<file path="src/rtl/shfr_pkg.sv">
`timescale 1ns / 1ps
// ----------------------------------------------------------------------------
// Sync header frame receiver package
// Shared constants, codes and the command/status structs that join the
// controller and the datapath.
// ----------------------------------------------------------------------------
package shfr_pkg;

  // Field widths fixed by the stream format.
  localparam int DATA_W = 8;
  localparam int POS_W  = 6;

  // Default payload length in bytes; a frame is header plus payload.
  localparam int PAYLOAD_LEN_DEF = 16;

  // Header bytes: '$' then 'A'.
  localparam logic [DATA_W-1:0] HDR_FIRST  = 8'h24;
  localparam logic [DATA_W-1:0] HDR_SECOND = 8'h41;

  // Input kinds carried on in_tuser.
  localparam logic CMD_BYTE    = 1'b0;
  localparam logic CMD_RELEASE = 1'b1;

  // Commands from the controller to the datapath.
  typedef struct packed {
    logic             wr_en;       // store rx_byte at wr_addr
    logic [POS_W-1:0] wr_addr;
    logic             xor_init;    // start checksum with rx_byte
    logic             xor_acc;     // fold rx_byte into checksum
    logic             chk_capture; // latch checksum verdict for final byte
    logic             rd_en;       // read frame store at rd_addr
    logic [POS_W-1:0] rd_addr;
    logic             out_load;    // move read data into the output register
    logic [POS_W-1:0] out_pos;
    logic             out_last;
  } dp_cmd_t;

  // Status from the datapath to the controller.
  typedef struct packed {
    logic is_first;   // rx_byte matches the first header byte
    logic is_second;  // rx_byte matches the second header byte
    logic out_free;   // output register can take a new transaction
  } dp_status_t;

endpackage

</file>
<file path="src/rtl/shfr_datapath.sv">
`timescale 1ns / 1ps
// ----------------------------------------------------------------------------
// Sync header frame receiver datapath
// Frame store memory, running XOR checksum, header compare and the
// output register of the result stream.
// ----------------------------------------------------------------------------
module shfr_datapath #(
  parameter int FRAME_LEN = shfr_pkg::PAYLOAD_LEN_DEF + 2
) (
  input  logic                        clk,
  input  logic                        rst_n,
  input  logic [shfr_pkg::DATA_W-1:0] rx_byte,
  input  shfr_pkg::dp_cmd_t           cmd,
  output shfr_pkg::dp_status_t        status,
  input  logic                        out_ready,
  output logic                        out_valid,
  output logic [shfr_pkg::DATA_W-1:0] out_byte,
  output logic [shfr_pkg::POS_W-1:0]  out_pos,
  output logic                        out_last,
  output logic                        out_ok
);

  localparam int ADDR_W = $clog2(FRAME_LEN);

  logic [shfr_pkg::DATA_W-1:0] mem [FRAME_LEN];
  logic [shfr_pkg::DATA_W-1:0] rd_data_r;
  logic [shfr_pkg::DATA_W-1:0] xor_r;
  logic                        chk_ok_r;
  logic                        out_valid_r;
  logic [shfr_pkg::DATA_W-1:0] out_byte_r;
  logic [shfr_pkg::POS_W-1:0]  out_pos_r;
  logic                        out_last_r;
  logic                        out_ok_r;

  // Frame store: one write port, one registered read port.
  always_ff @(posedge clk) begin
    if (cmd.wr_en) begin
      mem[cmd.wr_addr[ADDR_W-1:0]] <= rx_byte;
    end
    if (cmd.rd_en) begin
      rd_data_r <= mem[cmd.rd_addr[ADDR_W-1:0]];
    end
  end

  // Running XOR of the stored bytes and the verdict on the final byte.
  always_ff @(posedge clk) begin
    if (!rst_n) begin
      xor_r    <= '0;
      chk_ok_r <= 1'b0;
    end else begin
      if (cmd.xor_init) begin
        xor_r <= rx_byte;
      end else if (cmd.xor_acc) begin
        xor_r <= xor_r ^ rx_byte;
      end
      if (cmd.chk_capture) begin
        chk_ok_r <= (xor_r == rx_byte);
      end
    end
  end

  // Output register; it is free when empty or being drained this cycle.
  always_ff @(posedge clk) begin
    if (!rst_n) begin
      out_valid_r <= 1'b0;
    end else if (cmd.out_load) begin
      out_valid_r <= 1'b1;
    end else if (out_ready) begin
      out_valid_r <= 1'b0;
    end
  end

  always_ff @(posedge clk) begin
    if (cmd.out_load) begin
      out_byte_r <= rd_data_r;
      out_pos_r  <= cmd.out_pos;
      out_last_r <= cmd.out_last;
      out_ok_r   <= cmd.out_last & chk_ok_r;
    end
  end

  // Status back to the controller.
  assign status.is_first  = (rx_byte == shfr_pkg::HDR_FIRST);
  assign status.is_second = (rx_byte == shfr_pkg::HDR_SECOND);
  assign status.out_free  = !out_valid_r || out_ready;

  assign out_valid = out_valid_r;
  assign out_byte  = out_byte_r;
  assign out_pos   = out_pos_r;
  assign out_last  = out_last_r;
  assign out_ok    = out_ok_r;

endmodule

</file>
<file path="src/rtl/shfr_controller.sv">
`timescale 1ns / 1ps
// ----------------------------------------------------------------------------
// Sync header frame receiver controller
// Header hunt, fill position and hold flag while receiving; a read
// sequencer that plays the stored frame out once it is complete.
// ----------------------------------------------------------------------------
module shfr_controller #(
  parameter int FRAME_LEN = shfr_pkg::PAYLOAD_LEN_DEF + 2
) (
  input  logic                 clk,
  input  logic                 rst_n,
  input  logic                 in_valid,
  input  logic                 in_command,
  output logic                 in_ready,
  input  shfr_pkg::dp_status_t status,
  output shfr_pkg::dp_cmd_t    cmd
);

  localparam int ADDR_W = $clog2(FRAME_LEN);
  localparam logic [ADDR_W-1:0] LAST_POS = ADDR_W'(FRAME_LEN - 1);
  localparam logic [ADDR_W-1:0] POS_FIRST  = ADDR_W'(0);
  localparam logic [ADDR_W-1:0] POS_SECOND = ADDR_W'(1);

  // State codes.
  localparam logic [1:0] ST_RECV    = 2'd0;
  localparam logic [1:0] ST_EMIT_RD = 2'd1;
  localparam logic [1:0] ST_EMIT    = 2'd2;

  logic [1:0]        state_r, state_nxt;
  logic [ADDR_W-1:0] fill_r, fill_nxt;
  logic [ADDR_W-1:0] idx_r, idx_nxt;
  logic              held_r, held_nxt;
  logic              accept;

  assign in_ready = (state_r == ST_RECV);
  assign accept   = in_valid && in_ready;

  // Next state and datapath commands.
  always_comb begin
    state_nxt = state_r;
    fill_nxt  = fill_r;
    idx_nxt   = idx_r;
    held_nxt  = held_r;
    cmd       = '0;
    case (state_r)
      ST_RECV: begin
        if (accept) begin
          if (in_command == shfr_pkg::CMD_RELEASE) begin
            held_nxt = 1'b0;
          end else if (!held_r) begin
            if (fill_r == POS_FIRST) begin
              if (status.is_first) begin
                cmd.wr_en    = 1'b1;
                cmd.xor_init = 1'b1;
                fill_nxt     = POS_SECOND;
              end
            end else if (fill_r == POS_SECOND) begin
              if (status.is_second) begin
                cmd.wr_en   = 1'b1;
                cmd.xor_acc = 1'b1;
                fill_nxt    = fill_r + 1'b1;
              end else begin
                fill_nxt = POS_FIRST;
              end
            end else begin
              cmd.wr_en = 1'b1;
              if (fill_r == LAST_POS) begin
                cmd.chk_capture = 1'b1;
                held_nxt        = 1'b1;
                fill_nxt        = POS_FIRST;
                idx_nxt         = '0;
                state_nxt       = ST_EMIT_RD;
              end else begin
                cmd.xor_acc = 1'b1;
                fill_nxt    = fill_r + 1'b1;
              end
            end
            cmd.wr_addr = shfr_pkg::POS_W'(fill_r);
          end
        end
      end
      ST_EMIT_RD: begin
        // Prime the read register with the first stored byte.
        cmd.rd_en   = 1'b1;
        cmd.rd_addr = shfr_pkg::POS_W'(idx_r);
        state_nxt   = ST_EMIT;
      end
      ST_EMIT: begin
        // Load one byte per free output slot and read the next one.
        if (status.out_free) begin
          cmd.out_load = 1'b1;
          cmd.out_pos  = shfr_pkg::POS_W'(idx_r);
          cmd.out_last = (idx_r == LAST_POS);
          if (idx_r == LAST_POS) begin
            state_nxt = ST_RECV;
          end else begin
            cmd.rd_en   = 1'b1;
            cmd.rd_addr = shfr_pkg::POS_W'(idx_r + 1'b1);
            idx_nxt     = idx_r + 1'b1;
          end
        end
      end
      default: begin
        state_nxt = ST_RECV;
      end
    endcase
  end

  // Control registers.
  always_ff @(posedge clk) begin
    if (!rst_n) begin
      state_r <= ST_RECV;
      fill_r  <= '0;
      idx_r   <= '0;
      held_r  <= 1'b0;
    end else begin
      state_r <= state_nxt;
      fill_r  <= fill_nxt;
      idx_r   <= idx_nxt;
      held_r  <= held_nxt;
    end
  end

endmodule

</file>
<file path="src/rtl/sync_header_frame_receiver.sv">
`timescale 1ns / 1ps
// A final frame byte starts playback: the controller steps through ST_EMIT_RD,
// which primes the read register, then ST_EMIT, which fills the output register.
// Throughput: one item per cycle while receiving; during playback the input
// is stalled until the last frame byte is loaded into the output register.
// Reset: synchronous active low; hunting for the header, frame not held.
// ----------------------------------------------------------------------------
// Sync header frame receiver top level
// Hunts for the '$' 'A' header, stores a fixed-length frame and plays it out
// with a last marker and an XOR checksum verdict, then holds until released.
// ----------------------------------------------------------------------------
module sync_header_frame_receiver #(
  parameter int PAYLOAD_LEN = shfr_pkg::PAYLOAD_LEN_DEF
) (
  input  logic        clk,
  input  logic        rst_n,
  input  logic        in_tvalid,
  output logic        in_tready,
  input  logic [7:0]  in_tdata,   // [7:0] rx_byte
  input  logic        in_tuser,   // [0] command
  output logic        out_tvalid,
  input  logic        out_tready,
  output logic [15:0] out_tdata,  // [7:0] frame_byte, [13:8] frame_position, [15:14] zero
  output logic        out_tlast,
  output logic        out_tuser   // [0] checksum_ok
);

  localparam int FRAME_LEN = PAYLOAD_LEN + 2;

  shfr_pkg::dp_cmd_t           cmd;
  shfr_pkg::dp_status_t        status;
  logic [shfr_pkg::DATA_W-1:0] out_byte;
  logic [shfr_pkg::POS_W-1:0]  out_pos;

  shfr_controller #(
    .FRAME_LEN (FRAME_LEN)
  ) u_ctrl (
    .clk        (clk),
    .rst_n      (rst_n),
    .in_valid   (in_tvalid),
    .in_command (in_tuser),
    .in_ready   (in_tready),
    .status     (status),
    .cmd        (cmd)
  );

  shfr_datapath #(
    .FRAME_LEN (FRAME_LEN)
  ) u_dp (
    .clk       (clk),
    .rst_n     (rst_n),
    .rx_byte   (in_tdata),
    .cmd       (cmd),
    .status    (status),
    .out_ready (out_tready),
    .out_valid (out_tvalid),
    .out_byte  (out_byte),
    .out_pos   (out_pos),
    .out_last  (out_tlast),
    .out_ok    (out_tuser)
  );

  assign out_tdata = {2'b00, out_pos, out_byte};

`ifndef ASSERT_OFF
  // The last transaction of a frame sits at the final frame position.
  a_last_pos: assert property (@(posedge clk) disable iff (!rst_n)
    out_tvalid && out_tlast |-> out_tdata[13:8] == shfr_pkg::POS_W'(FRAME_LEN - 1))
    else $error("last marker away from final frame position");

  // A checksum verdict is only given on the last byte.
  a_ok_on_last: assert property (@(posedge clk) disable iff (!rst_n)
    out_tvalid && out_tuser |-> out_tlast)
    else $error("checksum flag on a byte that is not last");

  // Position zero of a played frame always carries the first header byte.
  a_header: assert property (@(posedge clk) disable iff (!rst_n)
    out_tvalid && out_tdata[13:8] == 6'd0 |-> out_tdata[7:0] == shfr_pkg::HDR_FIRST)
    else $error("frame does not start with the header byte");

  // While a non-final byte waits, playback is running and input is stalled.
  a_stall: assert property (@(posedge clk) disable iff (!rst_n)
    out_tvalid && !out_tlast |-> !in_tready)
    else $error("input accepted during frame playback");
`endif

endmodule
</file>
<file path="config.mk">
export PLATFORM = sky130hd
export DESIGN_NAME = sync_header_frame_receiver
export DESIGN_NICKNAME = d
export VERILOG_FILES = /design/src/rtl/shfr_pkg.sv /design/src/rtl/shfr_datapath.sv /design/src/rtl/shfr_controller.sv /design/src/rtl/sync_header_frame_receiver.sv
export SDC_FILE = /design/constraint.sdc
export NUM_CORES = 1
export LEC_CHECK = 0
export ABC_AREA = 1
export BUFFER_PORTS_ARGS = -buffer_cell sky130_fd_sc_hd__buf_2
export CORE_MARGIN = 2
export CORE_UTILIZATION = 62
export CTS_CLUSTER_SIZE = 8
export DETAILED_ROUTE_END_ITERATION = 10
export HOLD_SLACK_MARGIN = 0.03
export PLACE_DENSITY = 0.8
export SYNTH_ARGS = -nofsm -noshare
export SYNTH_HDL_FRONTEND = slang
export SYNTH_SLANG_ARGS = --single-unit
</file>
<file path="constraint.sdc">
create_clock -name clk -period 3.3 [get_ports clk]
set_input_delay 0.33 -clock clk [delete_from_list [all_inputs] [get_ports clk]]
set_output_delay 0.33 -clock clk [all_outputs]
set_load 0.01 [all_outputs]
</file>
# Yosys cells after proc, flatten, opt, wreduce, memory -nomap -nowiden
# Memory sizes are Yosys's and may differ from the RTL's. A register that Yosys moved wholly into a read port is not among the register bits.
# Index checks and enable logic that the tools add are counted.
[op_classes] n_bitwise=4 eq_ne=18 reduce_logical=13 addsub=3 muxes=50
[op_table] cell="$mux 5" count=13
[op_table] cell="$mux 10" count=4
[op_table] cell="$mux 8" count=3
[op_table] cell="$mux 2" count=9
[op_table] cell="$ne 2x2->1 const B" count=9
[op_table] cell="$mux 1" count=16
[op_table] cell="$mux 15" count=1
[op_table] cell="$pmux 7 s2" count=1
[op_table] cell="$add 5x1->5 const B" count=2
[op_table] cell="$eq 5x5->1 const B" count=2
[op_table] cell="$pmux 5 s2" count=1
[op_table] cell="$reduce_and 9->1" count=1
[op_table] cell="$eq 8x6->1 const B" count=1
[op_table] cell="$eq 8x7->1 const B" count=1
[op_table] cell="$eq 8x8->1" count=1
[op_table] cell="$reduce_and 8->1" count=1
[op_table] cell="$xor 8x8->8" count=1
[op_table] cell="$mux 7" count=1
[op_table] cell="$add 5x1->6 const B" count=1
[op_table] cell="$pmux 2 s3" count=1
[op_table] cell="$reduce_bool 2->1" count=3
[op_table] cell="$eq 5x1->1 const B" count=1
[op_table] cell="$logic_not 5->1" count=1
[op_table] cell="$reduce_and 5->1" count=1
[op_table] cell="other kinds (10)" count=12
[totals] input_bits=13 ramBits=144 wordCells=101 register_bits=39 output_inout_bits=20 n_memories=1
[memory_table] memory="u_dp.mem" depth=18 word_bits=8 read_ports=1 rd_clocked_by_memory_dff=1 write_ports=1 line="shfr_datapath.sv:25" rtl="logic [shfr_pkg::DATA_W-1:0] mem [FRAME_LEN];"

# Depth between registers and ports, before layout
[logic_depth] ltp_word=10 depth_mapped=17 depth_no_buf=16

# Hierarchy
# A second synthesis with hierarchy kept.
[unflattened] cells_unflattened=915 hier_area_um2=8848.5
[by_module_without_submodules] mod="shfr_datapath" cells_each=728 n_inst=1 area_per_inst_um2=7628.6 seq_area_each_um2=5245.0
[by_module_without_submodules] mod="shfr_controller" cells_each=184 n_inst=1 area_per_inst_um2=1201.2 seq_area_each_um2=260.2
[by_module_without_submodules] mod="sync_header_frame_receiver" cells_each=3 n_inst=1 area_per_inst_um2=18.8 seq_area_each_um2=0.0

# Least setup slack after synthesis
# Ideal clock, no wire load.
[synth_path] path_type="register to register" start="reg u_ctrl.state_r[0]" end="mem u_dp.mem[10][0] in the netlist's numbering, enable pin" setup_time_ns=0.370 period_less_slack_ns=2.436 required_ns=2.930 path_buffers=0 path_stages_with_launch=11 slack_ns=0.864 arrival_time_ns=2.065 path_cell_list="dfxtp_1 inv_1 ha_1 nand2_2 nor2_8 inv_2 nor2_4 inv_2 a21oi_4 nand4_1 nor2_1"
[synth_between] elab_chain_cells=6
[synth_rtl] element="from (decl)" line="shfr_controller.sv:29" rtl="logic [1:0] state_r, state_nxt;"
[synth_rtl] element="from (signal assigned)" line="shfr_controller.sv:117" rtl="state_r <= state_nxt;"
[synth_rtl] element="$logic_not 2->1 (*)" line="shfr_controller.sv:35" rtl="assign in_ready = (state_r == ST_RECV);"
[synth_rtl] element="net in_tready" line="sync_header_frame_receiver.sv:18" rtl="output logic in_tready,"
[synth_rtl] element="$logic_and 1x1->1" line="shfr_controller.sv:36" rtl="assign accept = in_valid && in_ready;"
[synth_rtl] element="$mux 10" line="shfr_controller.sv:47" rtl="if (accept) begin"
[synth_rtl] element="$mux 10 (*)" line="shfr_controller.sv:45" rtl="case (state_r)"
[synth_rtl] element="$mux 1" line="shfr_datapath.sv:37" rtl="if (cmd.wr_en) begin"
[synth_rtl] element="$mux 1 (implied by the code)" line="shfr_datapath.sv:38" rtl="mem[cmd.wr_addr[ADDR_W-1:0]] <= rx_byte;"
[synth_rtl] element="to (decl)" line="shfr_datapath.sv:25"
# The timed path passes the listed nets; every way through them passes the cells marked *.

# Worst setup path in the final report
[layout_path] start="reg u_ctrl.state_r[0]" end="mem u_dp.mem[0][0] in the netlist's numbering, enable pin"
[layout_between] elab_chain_cells=6
[layout_rtl] element="$logic_not 2->1 (*)" line="shfr_controller.sv:35, shfr_controller.sv:45"
[layout_rtl] element="$logic_and 1x1->1" line="shfr_controller.sv:36"
[layout_rtl] element="$mux 10" line="shfr_controller.sv:47"
[layout_rtl] element="$mux 10 (*)" line="shfr_controller.sv:45"
[layout_rtl] element="$mux 1" line="shfr_datapath.sv:37"
[layout_rtl] element="$mux 1 (implied by the code)" line="shfr_datapath.sv:38"
# Mark *: on every way between the ends. The rest lies on a longest branch, timed or not.

==> flow_summary.yaml <==
outcome:
  status: "completed"
clock_tree:
  path_clk_slew_ns: 0.07
  cts_hold_buf: 0
  clock-root-buffer: "clkbuf_16"
  cts_sinks: 190
  cts_max_path_buffers: 2
  cts-buffers-inserted: 17
  post_cts_buffers: 0
  cts_tree: "yes"
  clk_latency_ns: 0.43
  post_cts_resized: 0
  cts-htree-levels: 4
route:
  via_count: 6355
  avgViaCountPerCell: 5.85
  top_layer: "met4"
  wl_met3_microns: 1740
  drtIter0Drc: 796
  antenna_left: 0
  first_pass_iters: 5
  wl_per_cell_microns: 18.5
  drc_errors: 0
  wl_met1_microns: 8060
  wl_microns: 20100
  met2_length_microns: 9750
final_layout:
  layout_commonest_cell: "nand2_1"
  drive_above_1_share: 0.148
  finalNetCount: 916
  n_fill_cell: 1015
  area_delta_synth_final_pct: 11.3
  final_cell_mix: "nand2_1, edfxtp_1, nand3_1"
  antenna_cells: 0
critical_path:
  worst-setup-path-type: "flop to flop"
  crit_path_start_kind: "flop"
  rrSetupSlack_ns: 0.38
  cp_max_fo: 9
  crit_path_end_kind: "flop"
  cpMostUsedCell: "inv_2"
  reg2regPathDepth: 10
  rr_endpoint: "u_dp.mem[0][0]"
  slowest_delay_ns: 0.63
  critical_path_required_ns: 3.36
  crit_arrival_ns: 2.99
  reg2reg_from: "u_ctrl.state_r[0]"
  path_cells: "inv_1 -> ha_1 -> nand2_2 -> nor2_8 -> inv_2 -> nor2_4 -> inv_2 -> a21oi_4 -> o211ai_2 -> nor2_1"
  slowest_stage: "nor2_1"
floorplan:
  start_util: 0.636
  dieArea_sq_um: 15300
  io_pins: 33
  die_w_microns: 124
  fp.coreArea_sq_um: 13900
  fp.dieH_microns: 124
  rows: 43
synthesis:
  synthCells: 856
  ys.flop_type: "edfxtp_1"
  yosysWarnings: 0
  avgSynthCellArea_sq_um: 10.4
  ys_seq_elements: 190
  ys_seq_area_frac: 0.617
  ys_types: 42
  synth_enable_flop_cells: 167
  netlist_area_sq_um: 8870
  synth-async-reset-ratio: 0
power:
  fin_total_pwr_mw: 4.96
  power.switching_mw: 0.977
  seqPwrFrac: 0.525
  p_comb_frac: 0.017
  p_clk_frac: 0.458
  p_leak_nw: 4.03
  p_sw_frac: 0.197
  pwr_density_cell_nw_per_um2: 502
  power.internal_mw: 3.98
  ir_drop_uv: 381
sta:
  fmax_mhz: 342
  hold_viol: 0
  drv_slew: 0
  setup_tns_ns: 0
  worst_slack_ns: 0.378
  worst_pin_slew_ns: 0.931
  relSlewSlack: 0.379
  skew_ns: 0.00767
  fin_crit_sh: 0.886
  timing.final.crit_period_ns: 2.92
  setup_viol: 0
  rsz0062_at_grt: "false"
global_routing:
  grt_max_degree: 65
  grt_first_pass_wirelength_microns: 31200
  grt_pass1_vias: 5877
  grt_usage: 0.279
  antenna_found_initial: 0
  overflow: 0
worst_hold_path:
  min_from: "in_tuser"
  hold_path.class: "input pin to flop"
  hold-path-endpoint: "u_ctrl.held_r"
  hold_depth: 2
placement:
  pre_cts_ws_ns: 0.439
  dp_hpwl_microns: 13000
  gp_congestion: 0.882
  numPortBuffers: 29
flow_run:
  cap_violations: 0
## area by class of cell
type	count	area, sq um	share of cell area
clock buffer	17	425	0.0431
clock inverter	15	231	0.0235
inverter	125	469	0.0476
multi-input combinational	508	2680	0.272
sequential	190	5480	0.555
tap	180	225	0.0228
timing repair buffer	52	355	0.0360
## how the worst max path moves through the flow
stage                     slack [ns]         startpoint              end  depth (start not counted)
after floorplan                 0.86  u_ctrl.state_r[0]  u_dp.mem[10][0]                         10
after global placement          0.56  u_ctrl.state_r[0]  u_dp.mem[15][7]                         10
after detailed placement        0.44  u_ctrl.state_r[0]   u_dp.mem[6][6]                         10
after CTS                       0.39  u_ctrl.state_r[0]   u_dp.mem[6][7]                         10
after global routing            0.18  u_ctrl.state_r[1]   u_dp.mem[6][7]                         10
final                           0.38  u_ctrl.state_r[0]   u_dp.mem[0][0]                         10
## kinds of logic (layout without fill, tap and decap cells)
kind of cell | Yosys count | in the layout | synth area share
simple gates | 429 | 429 | 0.232
mux | 8 | 8 | 0.0102
fa+ha+maj | 9 | 9 | 0.0127
buf+inv | 160 | 209 | 0.0816
xor+xnor | 9 | 9 | 0.00889
other cells | 1 | 3 | 0.000423
flops | 190 | 190 | 0.617
compound gates | 50 | 50 | 0.0371
## synthesized netlist by cell type, types with 3 or more instances
| cell type | count | area share |
|---|---|---|
| ha_1 | 9 | 0.013 |
| edfxtp_1 | 167 | 0.57 |
| buf_4 | 5 | 0.0042 |
| o21ai_0 | 12 | 0.0068 |
| nand3_2 | 12 | 0.014 |
| nor2_2 | 4 | 0.0028 |
| nand3_1 | 156 | 0.088 |
| inv_1 | 119 | 0.050 |
| xor2_1 | 9 | 0.0089 |
| nand2_2 | 6 | 0.0042 |
| inv_2 | 6 | 0.0025 |
| nand2_1 | 173 | 0.073 |
| mux2_2 | 8 | 0.010 |
| dfxtp_1 | 23 | 0.052 |
| a21oi_4 | 3 | 0.0055 |
| a211oi_1 | 3 | 0.0025 |
| a21oi_1 | 22 | 0.012 |
| nand3b_1 | 16 | 0.014 |
| nand4_1 | 5 | 0.0035 |
| buf_2 | 21 | 0.012 |
| nor2_1 | 46 | 0.019 |
| buf_6 | 6 | 0.0076 |
## registers in the layout, summed over array words and instances, names as in the netlist
register / flops
u_dp.out_ok: 1
u_dp.chk_ok_r: 1
u_ctrl.idx_r: 5
u_dp.rd_data_r: 8
u_dp.mem: 144
u_dp.out_byte: 8
u_dp.out_valid: 1
u_ctrl.held_r: 1
u_dp.xor_r: 8
u_dp.out_last: 1
u_ctrl.state_r: 2
u_ctrl.fill_r: 5
u_dp.out_pos: 5
## through the flow
stage	utilization	cells	hold slack [ns]	instance area, sq um
floorplan	-	858	0.400	8870
global placement	0.661	1055	0.403	9210
detailed placement	0.661	1055	0.411	9210
CTS	0.708	1087	0.0957	9870
global route	0.708	1087	0.124	9870
finish	0.708	1087	0.111	9870
## metal layers
metal / vias to the layer above / track usage
met2: 336 / 0.446
met1: 3019 / 0.376
met3: 44 / 0.0614
met5: - / 0
li1: 2956 / -
met4: 0 / 0.107
## power groups by stage
stage	Clock, mW	Combinational (mW)	Sequential, mW
4_1_cts	2.28	0.0836	2.60
3_5_place_dp	0	0.0829	2.66
2_1_floorplan	0	0.0265	2.66
3_3_place_gp	0	0.0812	2.66
5_1_grt	2.37	0.0899	2.60
6_report	2.27	0.0840	2.60
## worst max-delay path: cells and delay by family, from the launching register on
family	cells	cell delay, ns
compound gates	2	0.41
fa+ha+maj	1	0.33
buf+inv	3	0.32
flops	1	0.33
simple gates	4	1.16
No activity file was read; power rests on OpenSTA's default activity.
